## config.mk

```make
export PLATFORM = sky130hd
export DESIGN_NAME = serial_loaded_bank_mapper_core
export DESIGN_NICKNAME = d
export VERILOG_FILES = /design/src/design/slbm_pkg.sv /design/src/design/serial_loaded_bank_mapper_core.sv /design/src/design/slbm_regs.sv /design/src/design/slbm_decode.sv
export SDC_FILE = /design/constraint.sdc
export NUM_CORES = 1
export LEC_CHECK = 0
export ABC_AREA = 1
export ABC_CLOCK_PERIOD_IN_PS = 1850
export BUFFER_PORTS_ARGS = -buffer_cell sky130_fd_sc_hd__clkbuf_2
export CELL_PAD_IN_SITES_DETAIL_PLACEMENT = 0
export CELL_PAD_IN_SITES_GLOBAL_PLACEMENT = 1
export CORE_MARGIN = 5
export CORE_UTILIZATION = 35
export CTS_CLUSTER_SIZE = 30
export DETAILED_ROUTE_END_ITERATION = 8
export PLACE_DENSITY_LB_ADDON = 0.1
export SLEW_MARGIN = 40
export SYNTH_ARGS = -nofsm -noshare
export SYNTH_HDL_FRONTEND = slang
export SYNTH_SLANG_ARGS = --single-unit
```

## constraint.sdc

```tcl
create_clock -name aclk -period 1.85 [get_ports aclk]
set_clock_uncertainty 0.15 [all_clocks]
set_input_delay 0.185 -clock aclk [delete_from_list [all_inputs] [get_ports aclk]]
set_output_delay 0.185 -clock aclk [all_outputs]
set_load 0.005 [all_outputs]
```

## src/design/slbm_pkg.sv

```systemverilog
`default_nettype none

package slbm_pkg;

    // Bus operation codes
    typedef enum logic [1:0] {
        OP_CPU_READ  = 2'd0,
        OP_CPU_WRITE = 2'd1,
        OP_PPU_READ  = 2'd2,
        OP_PPU_WRITE = 2'd3
    } op_t;

    // Region codes
    typedef enum logic [1:0] {
        REGION_NONE    = 2'd0,
        REGION_PRG_RAM = 2'd1,
        REGION_PRG_ROM = 2'd2,
        REGION_CHR     = 2'd3
    } region_t;

    // Configuration register indexes
    typedef enum logic [1:0] {
        CFG_PRG_ROM_SIZE_LOG2 = 2'd0,
        CFG_CHR_SIZE_LOG2     = 2'd1,
        CFG_DEFAULT_MIRRORING = 2'd2,
        CFG_UNUSED            = 2'd3
    } cfg_index_t;

    // Serial loader targets, from address bits 14..13
    typedef enum logic [1:0] {
        TGT_CONTROL  = 2'd0,
        TGT_CHR_LOW  = 2'd1,
        TGT_CHR_HIGH = 2'd2,
        TGT_PROGRAM  = 2'd3
    } target_t;

    localparam int ADDR_W   = 16;
    localparam int DATA_W   = 8;
    localparam int MAP_W    = 18;
    localparam int CFG_W    = 3;

    localparam logic [4:0] SHIFT_EMPTY    = 5'h10;
    localparam logic [4:0] CONTROL_RESET  = 5'h0C;
    localparam logic [2:0] PRG_LOG2_RESET = 3'd3;
    localparam logic [2:0] CHR_LOG2_RESET = 3'd1;
    localparam logic [1:0] MIRROR_RESET   = 2'd3;
    localparam logic [2:0] PRG_LOG2_MAX   = 3'd4;
    localparam logic [2:0] CHR_LOG2_MAX   = 3'd5;

    // Program modes, control bits 3..2
    localparam logic [1:0] PRG_MODE_FIX_FIRST = 2'd2;

    typedef struct packed {
        logic [4:0] serial_shift;
        logic [4:0] control_word;
        logic [4:0] char_bank_low;
        logic [4:0] char_bank_high;
        logic [3:0] program_bank;
        logic [1:0] mirroring_mode;
    } mapper_state_t;

    typedef struct packed {
        logic [2:0] prg_log2;
        logic [2:0] chr_log2;
        logic [1:0] default_mirroring;
    } mapper_cfg_t;

    typedef struct packed {
        logic             handled;
        region_t          region;
        logic [MAP_W-1:0] mapped_address;
        logic             write_enable;
        logic [DATA_W-1:0] write_data;
        logic [1:0]       mirroring;
    } access_result_t;

endpackage

`default_nettype wire

```

## src/design/serial_loaded_bank_mapper_core.sv

```systemverilog
`default_nettype none
// Channel   Direction  Handshake            Payload
// s_        in         s_valid / s_ready    s_operation, s_address, s_data
// m_        out        m_valid / m_ready    m_handled, m_region, m_mapped_address,
//                                           m_write_enable, m_write_data, m_mirroring
// cfg_      in         cfg_valid / cfg_ready cfg_index, cfg_data
//
// Each request passes through the input register and then the result register;
// one request per cycle is sustained while m_ready stays high.
// The mapper state is read and updated once per request as it moves from the
// input register to the result register, so requests see each other in order.
// Reset is synchronous on aresetn low and restores all mapper and config state.
// A stall on m_ready holds the result register and then the input register;
// s_ready follows from that in the same cycle. cfg_ready is always high.

module serial_loaded_bank_mapper_core (
    input  wire                          aclk,
    input  wire                          aresetn,
    input  wire                          s_valid,
    output logic                         s_ready,
    input  wire  [1:0]                   s_operation,
    input  wire  [slbm_pkg::ADDR_W-1:0]  s_address,
    input  wire  [slbm_pkg::DATA_W-1:0]  s_data,
    output logic                         m_valid,
    input  wire                          m_ready,
    output logic                         m_handled,
    output logic [1:0]                   m_region,
    output logic [slbm_pkg::MAP_W-1:0]   m_mapped_address,
    output logic                         m_write_enable,
    output logic [slbm_pkg::DATA_W-1:0]  m_write_data,
    output logic [1:0]                   m_mirroring,
    input  wire                          cfg_valid,
    output logic                         cfg_ready,
    input  wire  [1:0]                   cfg_index,
    input  wire  [slbm_pkg::CFG_W-1:0]   cfg_data
);
    import slbm_pkg::*;

    // Input register
    logic              in_valid_reg;
    logic [1:0]        op_reg;
    logic [ADDR_W-1:0] addr_reg;
    logic [DATA_W-1:0] data_reg;

    // Result register
    logic              out_valid_reg;
    access_result_t    result_reg;

    mapper_cfg_t       cfg;
    mapper_state_t     state;
    mapper_state_t     state_next;
    access_result_t    result_next;

    logic              out_advance;
    logic              in_advance;

    // The result register frees when empty or when the request in it is taken
    assign out_advance = !out_valid_reg || m_ready;
    // Processing moves one request from input to result register
    assign in_advance  = in_valid_reg && out_advance;
    assign s_ready     = !in_valid_reg || out_advance;
    assign cfg_ready   = 1'b1;

    always_ff @(posedge aclk) begin
        if (!aresetn) begin
            in_valid_reg <= 1'b0;
        end else if (s_ready) begin
            in_valid_reg <= s_valid;
        end
    end

    // Load payload on acceptance only; hold otherwise
    always_ff @(posedge aclk) begin
        if (s_valid && s_ready) begin
            op_reg   <= s_operation;
            addr_reg <= s_address;
            data_reg <= s_data;
        end
    end

    always_ff @(posedge aclk) begin
        if (!aresetn) begin
            out_valid_reg <= 1'b0;
        end else if (out_advance) begin
            out_valid_reg <= in_valid_reg;
        end
    end

    always_ff @(posedge aclk) begin
        if (in_advance) begin
            result_reg <= result_next;
        end
    end

    slbm_regs u_regs (
        .aclk        (aclk),
        .aresetn     (aresetn),
        .cfg_write   (cfg_valid && cfg_ready),
        .cfg_index   (cfg_index),
        .cfg_data    (cfg_data),
        .state_write (in_advance),
        .state_next  (state_next),
        .cfg         (cfg),
        .state       (state)
    );

    slbm_decode u_decode (
        .operation  (op_reg),
        .address    (addr_reg),
        .data       (data_reg),
        .cfg        (cfg),
        .state      (state),
        .state_next (state_next),
        .result     (result_next)
    );

    assign m_valid          = out_valid_reg;
    assign m_handled        = result_reg.handled;
    assign m_region         = result_reg.region;
    assign m_mapped_address = result_reg.mapped_address;
    assign m_write_enable   = result_reg.write_enable;
    assign m_write_data     = result_reg.write_data;
    assign m_mirroring      = result_reg.mirroring;

endmodule

`default_nettype wire

```

## src/design/slbm_regs.sv

```systemverilog
`default_nettype none

module slbm_regs (
    input  wire                          aclk,
    input  wire                          aresetn,
    input  wire                          cfg_write,
    input  wire  [1:0]                   cfg_index,
    input  wire  [slbm_pkg::CFG_W-1:0]   cfg_data,
    input  wire                          state_write,
    input  slbm_pkg::mapper_state_t      state_next,
    output slbm_pkg::mapper_cfg_t        cfg,
    output slbm_pkg::mapper_state_t      state
);
    import slbm_pkg::*;

    mapper_cfg_t   cfg_reg;
    mapper_state_t state_reg;

    // User must do configuration changes while idle, unchecked; cfg wins.
    always_ff @(posedge aclk) begin
        if (!aresetn) begin
            cfg_reg.prg_log2          <= PRG_LOG2_RESET;
            cfg_reg.chr_log2          <= CHR_LOG2_RESET;
            cfg_reg.default_mirroring <= MIRROR_RESET;
            state_reg.serial_shift    <= SHIFT_EMPTY;
            state_reg.control_word    <= CONTROL_RESET;
            state_reg.char_bank_low   <= '0;
            state_reg.char_bank_high  <= '0;
            state_reg.program_bank    <= '0;
            state_reg.mirroring_mode  <= MIRROR_RESET;
        end else if (cfg_write) begin
            unique case (cfg_index_t'(cfg_index))
                CFG_PRG_ROM_SIZE_LOG2: cfg_reg.prg_log2 <= cfg_data;
                CFG_CHR_SIZE_LOG2:     cfg_reg.chr_log2 <= cfg_data;
                CFG_DEFAULT_MIRRORING: begin
                    cfg_reg.default_mirroring <= cfg_data[1:0];
                    state_reg.mirroring_mode  <= cfg_data[1:0];
                end
                default: ;
            endcase
        end else if (state_write) begin
            state_reg <= state_next;
        end
    end

    assign cfg   = cfg_reg;
    assign state = state_reg;

endmodule

`default_nettype wire

```

## src/design/slbm_decode.sv

```systemverilog
`default_nettype none

module slbm_decode (
    input  wire  [1:0]                     operation,
    input  wire  [slbm_pkg::ADDR_W-1:0]    address,
    input  wire  [slbm_pkg::DATA_W-1:0]    data,
    input  slbm_pkg::mapper_cfg_t          cfg,
    input  slbm_pkg::mapper_state_t        state,
    output slbm_pkg::mapper_state_t        state_next,
    output slbm_pkg::access_result_t       result
);
    import slbm_pkg::*;

    op_t              op;
    logic [2:0]       prg_lg;
    logic [2:0]       chr_lg;
    logic [MAP_W-1:0] prg_mask;
    logic [MAP_W-1:0] chr_mask;
    logic [3:0]       prg_last;
    logic [3:0]       rom_bank;
    logic [MAP_W-1:0] prg_off;
    logic [4:0]       chr_bank;
    logic [MAP_W-1:0] chr_off;
    logic [4:0]       shift_val;
    logic             is_ram;
    logic             is_rom;
    logic             is_chr;

    assign op = op_t'(operation);

    // Clamp oversized sizes so offsets fit the output width
    assign prg_lg   = (cfg.prg_log2 > PRG_LOG2_MAX) ? PRG_LOG2_MAX : cfg.prg_log2;
    assign chr_lg   = (cfg.chr_log2 > CHR_LOG2_MAX) ? CHR_LOG2_MAX : cfg.chr_log2;
    assign prg_mask = ~({MAP_W{1'b1}} << (5'd14 + {2'b00, prg_lg}));
    assign chr_mask = ~({MAP_W{1'b1}} << (5'd12 + {2'b00, chr_lg}));
    assign prg_last = 4'((5'd1 << prg_lg) - 5'd1);

    always_comb begin
        rom_bank = state.program_bank;
        if (state.control_word[3:2] == PRG_MODE_FIX_FIRST) begin
            rom_bank = address[14] ? state.program_bank : 4'd0;
        end else begin
            rom_bank = address[14] ? prg_last : state.program_bank;
        end
        if (!state.control_word[3]) begin
            // 32 KiB mode: ignore the low bank bit
            prg_off = {state.program_bank[3:1], address[14:0]} & prg_mask;
        end else begin
            prg_off = {rom_bank, address[13:0]} & prg_mask;
        end
    end

    always_comb begin
        if (!state.control_word[4]) begin
            chr_bank = {state.char_bank_low[4:1], address[12]};
        end else begin
            chr_bank = address[12] ? state.char_bank_high : state.char_bank_low;
        end
        chr_off = {1'b0, chr_bank, address[11:0]} & chr_mask;
    end

    assign is_ram = (op == OP_CPU_READ || op == OP_CPU_WRITE) && address[15:13] == 3'b011;
    assign is_rom = (op == OP_CPU_READ || op == OP_CPU_WRITE) && address[15];
    assign is_chr = (op == OP_PPU_READ || op == OP_PPU_WRITE) && address[15:13] == 3'b000;

    assign shift_val = {data[0], state.serial_shift[4:1]};

    // Serial loader: only a processor write into the upper half touches it
    always_comb begin
        state_next = state;
        if (is_rom && op == OP_CPU_WRITE) begin
            if (data[7]) begin
                state_next.serial_shift = SHIFT_EMPTY;
                state_next.control_word = state.control_word | CONTROL_RESET;
            end else if (!state.serial_shift[0]) begin
                state_next.serial_shift = shift_val;
            end else begin
                state_next.serial_shift = SHIFT_EMPTY;
                unique case (target_t'(address[14:13]))
                    TGT_CONTROL: begin
                        state_next.control_word   = shift_val;
                        state_next.mirroring_mode = shift_val[1:0];
                    end
                    TGT_CHR_LOW:  state_next.char_bank_low  = shift_val;
                    TGT_CHR_HIGH: state_next.char_bank_high = shift_val;
                    TGT_PROGRAM:  state_next.program_bank   = shift_val[3:0];
                    default: ;
                endcase
            end
        end
    end

    always_comb begin
        result                = '0;
        result.region         = REGION_NONE;
        result.mirroring      = state_next.mirroring_mode;
        result.handled        = is_ram | is_rom | is_chr;
        if (is_ram) begin
            result.region         = REGION_PRG_RAM;
            result.mapped_address = {5'd0, address[12:0]};
            result.write_enable   = (op == OP_CPU_WRITE);
        end else if (is_rom && op == OP_CPU_READ) begin
            result.region         = REGION_PRG_ROM;
            result.mapped_address = prg_off;
        end else if (is_chr) begin
            result.region         = REGION_CHR;
            result.mapped_address = chr_off;
            result.write_enable   = (op == OP_PPU_WRITE);
        end
        result.write_data = result.write_enable ? data : '0;
    end

endmodule

`default_nettype wire

```

# Word level (Yosys, flattened, before mapping)
# Index checks and enable logic that the tools add are counted.
[word_totals]
elab_cells = 103
ff_bits = 92
out_inout_bits = 35
input_bits = 36
[op_classes]
eq_ne = 11
n_lt_le_gt_ge = 2
reduce_logical = 29
n_addsub = 3
n_bitwise = 9
n_shift = 3
n_mux = 25
[ops]
columns = ["op", "n"]
rows = [
  ["2-to-1 mux 21 bit", 2],
  ["AND 18 bit", 2],
  ["inverter 18 bit", 2],
  ["left shift 18 x 5 -> 18 bit, first input constant", 2],
  ["2-to-1 mux 5 bit", 6],
  ["AND reduction 6 bit", 4],
  ["2-to-1 mux 20 bit", 1],
  ["AND 17 x 18 -> 18 bit", 1],
  ["2-to-1 mux 18 bit", 1],
  ["2-to-1 mux 4 bit", 4],
  ["2-to-1 mux 14 bit", 1],
  ["== test 2 bit, second input constant", 6],
  ["2-to-1 mux 2 bit", 6],
  ["adder 4 x 3 -> 5 bit, first input constant", 2],
  ["2-to-1 mux 10 bit", 1],
  ["logical AND 1 bit", 7],
  ["== test 2 x 1 -> 1 bit, second input constant", 3],
  ["> comparator 3 bit, second input constant", 2],
  ["zero test 2 bit", 3],
  ["2-to-1 mux 3 bit", 2],
  ["AND reduction 2 bit", 3],
  ["nonzero test 2 bit", 3],
  ["AND reduction 5 bit", 1],
  ["logical OR 1 bit", 4],
  ["10 further kinds", 13],
]

# Depth between registers and ports, before layout
[depth]
depth_word = 10
depth_mapped = 9
mapped_depth_nobuf = 9

# Cells and area by module
# From an unflattened synthesis, not the netlist that was laid out.
[unflattened]
hier_cells = 447
area_unflattened_um2 = 4077.7
[by_module_without_submodules]
columns = ["module", "area_each_um2", "n_inst", "cells_each"]
rows = [
  ["serial_loaded_bank_mapper_core", 1848.0, 1, 73],
  ["slbm_regs", 1252.5, 1, 161],
  ["slbm_decode", 977.2, 1, 213],
]

# Worst setup path before layout
# No wires, ideal clock.
[synth_path]
path_type = "reg2reg"
startpoint = "register out_valid_reg (netlist: m_valid)"
endpoint = "register result_reg (netlist bit m_handled), enable pin"
required_ns = 1.313
setup_ns = 0.387
slack_ns = 0.162
arrival_ns = 1.151
path_buffers = 0
path_stages_with_launch = 4
path_cell_list = "dfxtp_1 -> nand2_1 -> nand2_1 -> inv_1"
[synth_between]
elab_chain_len = 3
[synth_lines]
columns = ["item", "line", "source"]
rows = [
  ["start, declared", "serial_loaded_bank_mapper_core.sv:46", "logic out_valid_reg;"],
  ["start signal, assigned", "serial_loaded_bank_mapper_core.sv:85", "out_valid_reg <= in_valid_reg;"],
  ["zero test 1 bit", "serial_loaded_bank_mapper_core.sv:58", "assign out_advance = !out_valid_reg || m_ready;"],
  ["logical OR 1 bit", "serial_loaded_bank_mapper_core.sv:58", ""],
  ["logical AND 1 bit", "serial_loaded_bank_mapper_core.sv:60", "assign in_advance = in_valid_reg && out_advance;"],
  ["net in_advance", "serial_loaded_bank_mapper_core.sv:55", "logic in_advance;"],
  ["end signal, assigned", "serial_loaded_bank_mapper_core.sv:91", "result_reg <= result_next;"],
  ["end, declared", "serial_loaded_bank_mapper_core.sv:47", "access_result_t result_reg;"],
]
# The timed path passes the listed nets, and every way through them passes these cells.
# A chain may end at the register's enable or synchronous reset.

# Worst setup path after layout
[layout_path]
startpoint = "register op_reg[1]"
endpoint = "register result_reg (netlist bit m_mapped_address[15]) (data pin)"
[layout_between]
elab_chain_len = 5
word_cells_on_any_way = 12
cone_classes = "3 x eq/ne; 2 x mux; 7 x reduce/logical"
[layout_lines]
columns = ["item", "line", "source"]
rows = [
  ["start, declared", "serial_loaded_bank_mapper_core.sv:41", "logic [1:0] op_reg;"],
  ["start signal, assigned", "serial_loaded_bank_mapper_core.sv:75", "op_reg <= s_operation;"],
  ["== test 2 bit (tied with other cells)", "slbm_decode.sv:64", "assign is_chr = (op == OP_PPU_READ || op == OP_PPU_WRITE) && address[15:13] == 3'b000;"],
  ["logical OR 1 bit (on tied branches)", "slbm_decode.sv:64, slbm_decode.sv:62, slbm_decode.sv:63", ""],
  ["logical AND 1 bit (on tied branches)", "slbm_decode.sv:64, slbm_decode.sv:63", ""],
  ["2-to-1 mux 21 bit or logical AND 1 bit (tied branches)", "slbm_decode.sv:105, slbm_decode.sv:102", ""],
  ["2-to-1 mux 20 bit", "slbm_decode.sv:102", "end else if (is_rom && op == OP_CPU_READ) begin"],
]
# Several ways; a longest one is shown, not always the timed one.

==> flow_summary.toml <==
[run_status]
status = "completed"

[floorplan]
fp.coreArea_sq_mm = 0.01037
die-area_sq_mm = 0.01281
start_util = 0.3593
die_x_microns = 113.2
row_count = 37
dieHeight_microns = 113.2
io_pins = 71

[timing]
drv_slew = 0
min_period_over_period = 0.9208
fin_ws_ps = 146.4
tns_ps = 0
finalSetupViolCount = 0
max_freq_mhz = 587.0
period_needed_ps = 1704
hold_viol_final = 0
hold_ws_ps = 20.06
grt_setup_unrepaired = "false"

[layout]
antenna_cells = 0
mostFrequentLayoutCell = "nand2_1"
drive_gt1_frac = 0.2355
final_cell_mix = "nand2_1, clkbuf_2, nor2_1, edfxtp_1, inv_1"
synthToLayoutAreaGrowth_pct = 28.98
final_cells = 637
largest_reg_flops = 24
stdcell_area_sq_mm = 0.004806
final_core_util = 0.4634
finalNetCount = 532

[clock_network]
htreeDepth = 3
cts.path.max_buffers = 2
clock-root-buffer = "clkbuf_8"
cts_tree = "built"
clock_latency_ps = 360
cts_buffers = 9
cts_sinks = 90
clk_pin_slew_ps = 100

[routing]
drt-initial-drc-count = 140
via_per_inst = 4.457
first_pass_iters = 4
finalWirelength_microns = 8572
drt-wirelength-per-cell_microns = 13.46
num_vias = 2839
drtAntennaViolNets = 0
drc = 0

[place]
io_buffers = 69
globalplace.congestion = 0.8373
place_ws_ps = 65.02
dpl_cell_area_sq_mm = 0.004255
dp.final_hpwl_microns = 6445
dpl.cell_count = 587

[synthesis]
synth_top_area_share = 0.4674
synth.distinct_cells = 28
async_reset_ff_frac = 0
synth-edff-count = 58
syn_nets = 418
syn_inst = 382
yosysWarningCount = 0
netlist_area_sq_mm = 0.003726
synth-seq-cells = 90
yosys.area.top_type = "edfxtp_1"
ys_top_cells_by_area = "edfxtp_1, dfxtp_1, nand2_1, nor2_1, inv_1"
synth_top_flop_cell = "edfxtp_1"
avgSynthCellArea_sq_um = 9.754
yosysSeqAreaShare = 0.6394

[power]
power_leakage_nw = 2.114
power_density_mw_per_mm2 = 819.5
p_total_mw = 3.939
ir_drop_uv = 344.0

[hold_path]
hp-class = "in -> reg"

[flow_run]
max_cap_viol_count = 0

[global_route]
grt_pass1_vias = 2921
grt_max_degree = 31
grt_pass1_wl_microns = 14120
grt-ovfl-total = 0
antenna_found_initial = 0
grt_usage = 0.1423

[critical_path]
worst-setup-path-type = "reg -> reg"
arrival_ps = 1780
cp_max_fo = 5
worstPathRequired_ps = 1930
endpoint_kind = "flop"
setup.worst_path.start_class = "flop"
report_power, final:
part	total, mW	leakage, nW	switching, mW	internal [mW]
combinational	0.358	1.21	0.196	0.163
clock	1.31	0.100	0.777	0.533
sequential	2.27	0.808	0.0401	2.23
total	3.94	2.11	1.01	2.93
layout make-up:
cell class | instances | area (sq um)
Fill cell | 1058 | 5564
Sequential cell | 90 | 2382
Multi-Input combinational cell | 234 | 1110
Timing Repair Buffer | 109 | 753.2
Inverter | 52 | 195.2
Tap cell | 136 | 170.2
Clock buffer | 9 | 123.9
Clock inverter | 7 | 71.32
cells in the mapped netlist (3+ instances only):
library cell,instances
nor2_1,65
o21ai_0,12
nand2_1,77
inv_2,3
nand4_1,4
nand3_1,35
dfxtp_1,32
nor2_4,5
inv_1,49
nand2_4,3
edfxtp_1,58
a21oi_1,7
nor2_2,12
o211ai_1,3
layer usage:
layer  up-vias  GRT usage  part of all wire
met5         -          0                 0
met4         0    0.05288             0.015
met3        10    0.02620             0.043
met2        61     0.2488              0.49
met1      1298     0.1747              0.45
li1       1470          -                 -
cells by family after synthesis:
group | synth area share
AOI/OAI and AO/OA | 0.04399
and+or+nand+nor | 0.2515
buffers and inverters | 0.06414
DFF | 0.6394
other | 0.001006
path summary, 6_finish.rpt:
path | startpoint | end | slack, ps | cells after the start
min | aresetn | u_regs.state[5] | 20 | 3
min reg2reg | u_regs.state[3] | u_regs.state[3] | 340 | 2
max reg2reg | op_reg[1] | m_mapped_address[15] | 150 | 7
max | op_reg[1] | m_mapped_address[15] | 150 | 7
what timing repair did:
| action | CTS | global route |
|---|---|---|
| resized for setup | 0 | 1 |
| hold buffers | 33 | 0 |
| setup endpoints to repair | 0 | 2 |
| hold endpoints to repair | 31 | 0 |
| setup buffers | 0 | 1 |
worst max-delay path: stages (launching register included):
cell and delay (ps):
edfxtp_1 460, inv_1 160, nand2_1 180, nor2_4 210, nand2_1 70, nor2_1 120, o21ai_0 140, nand2_1 90
Power figures use the tool's default switching activity.
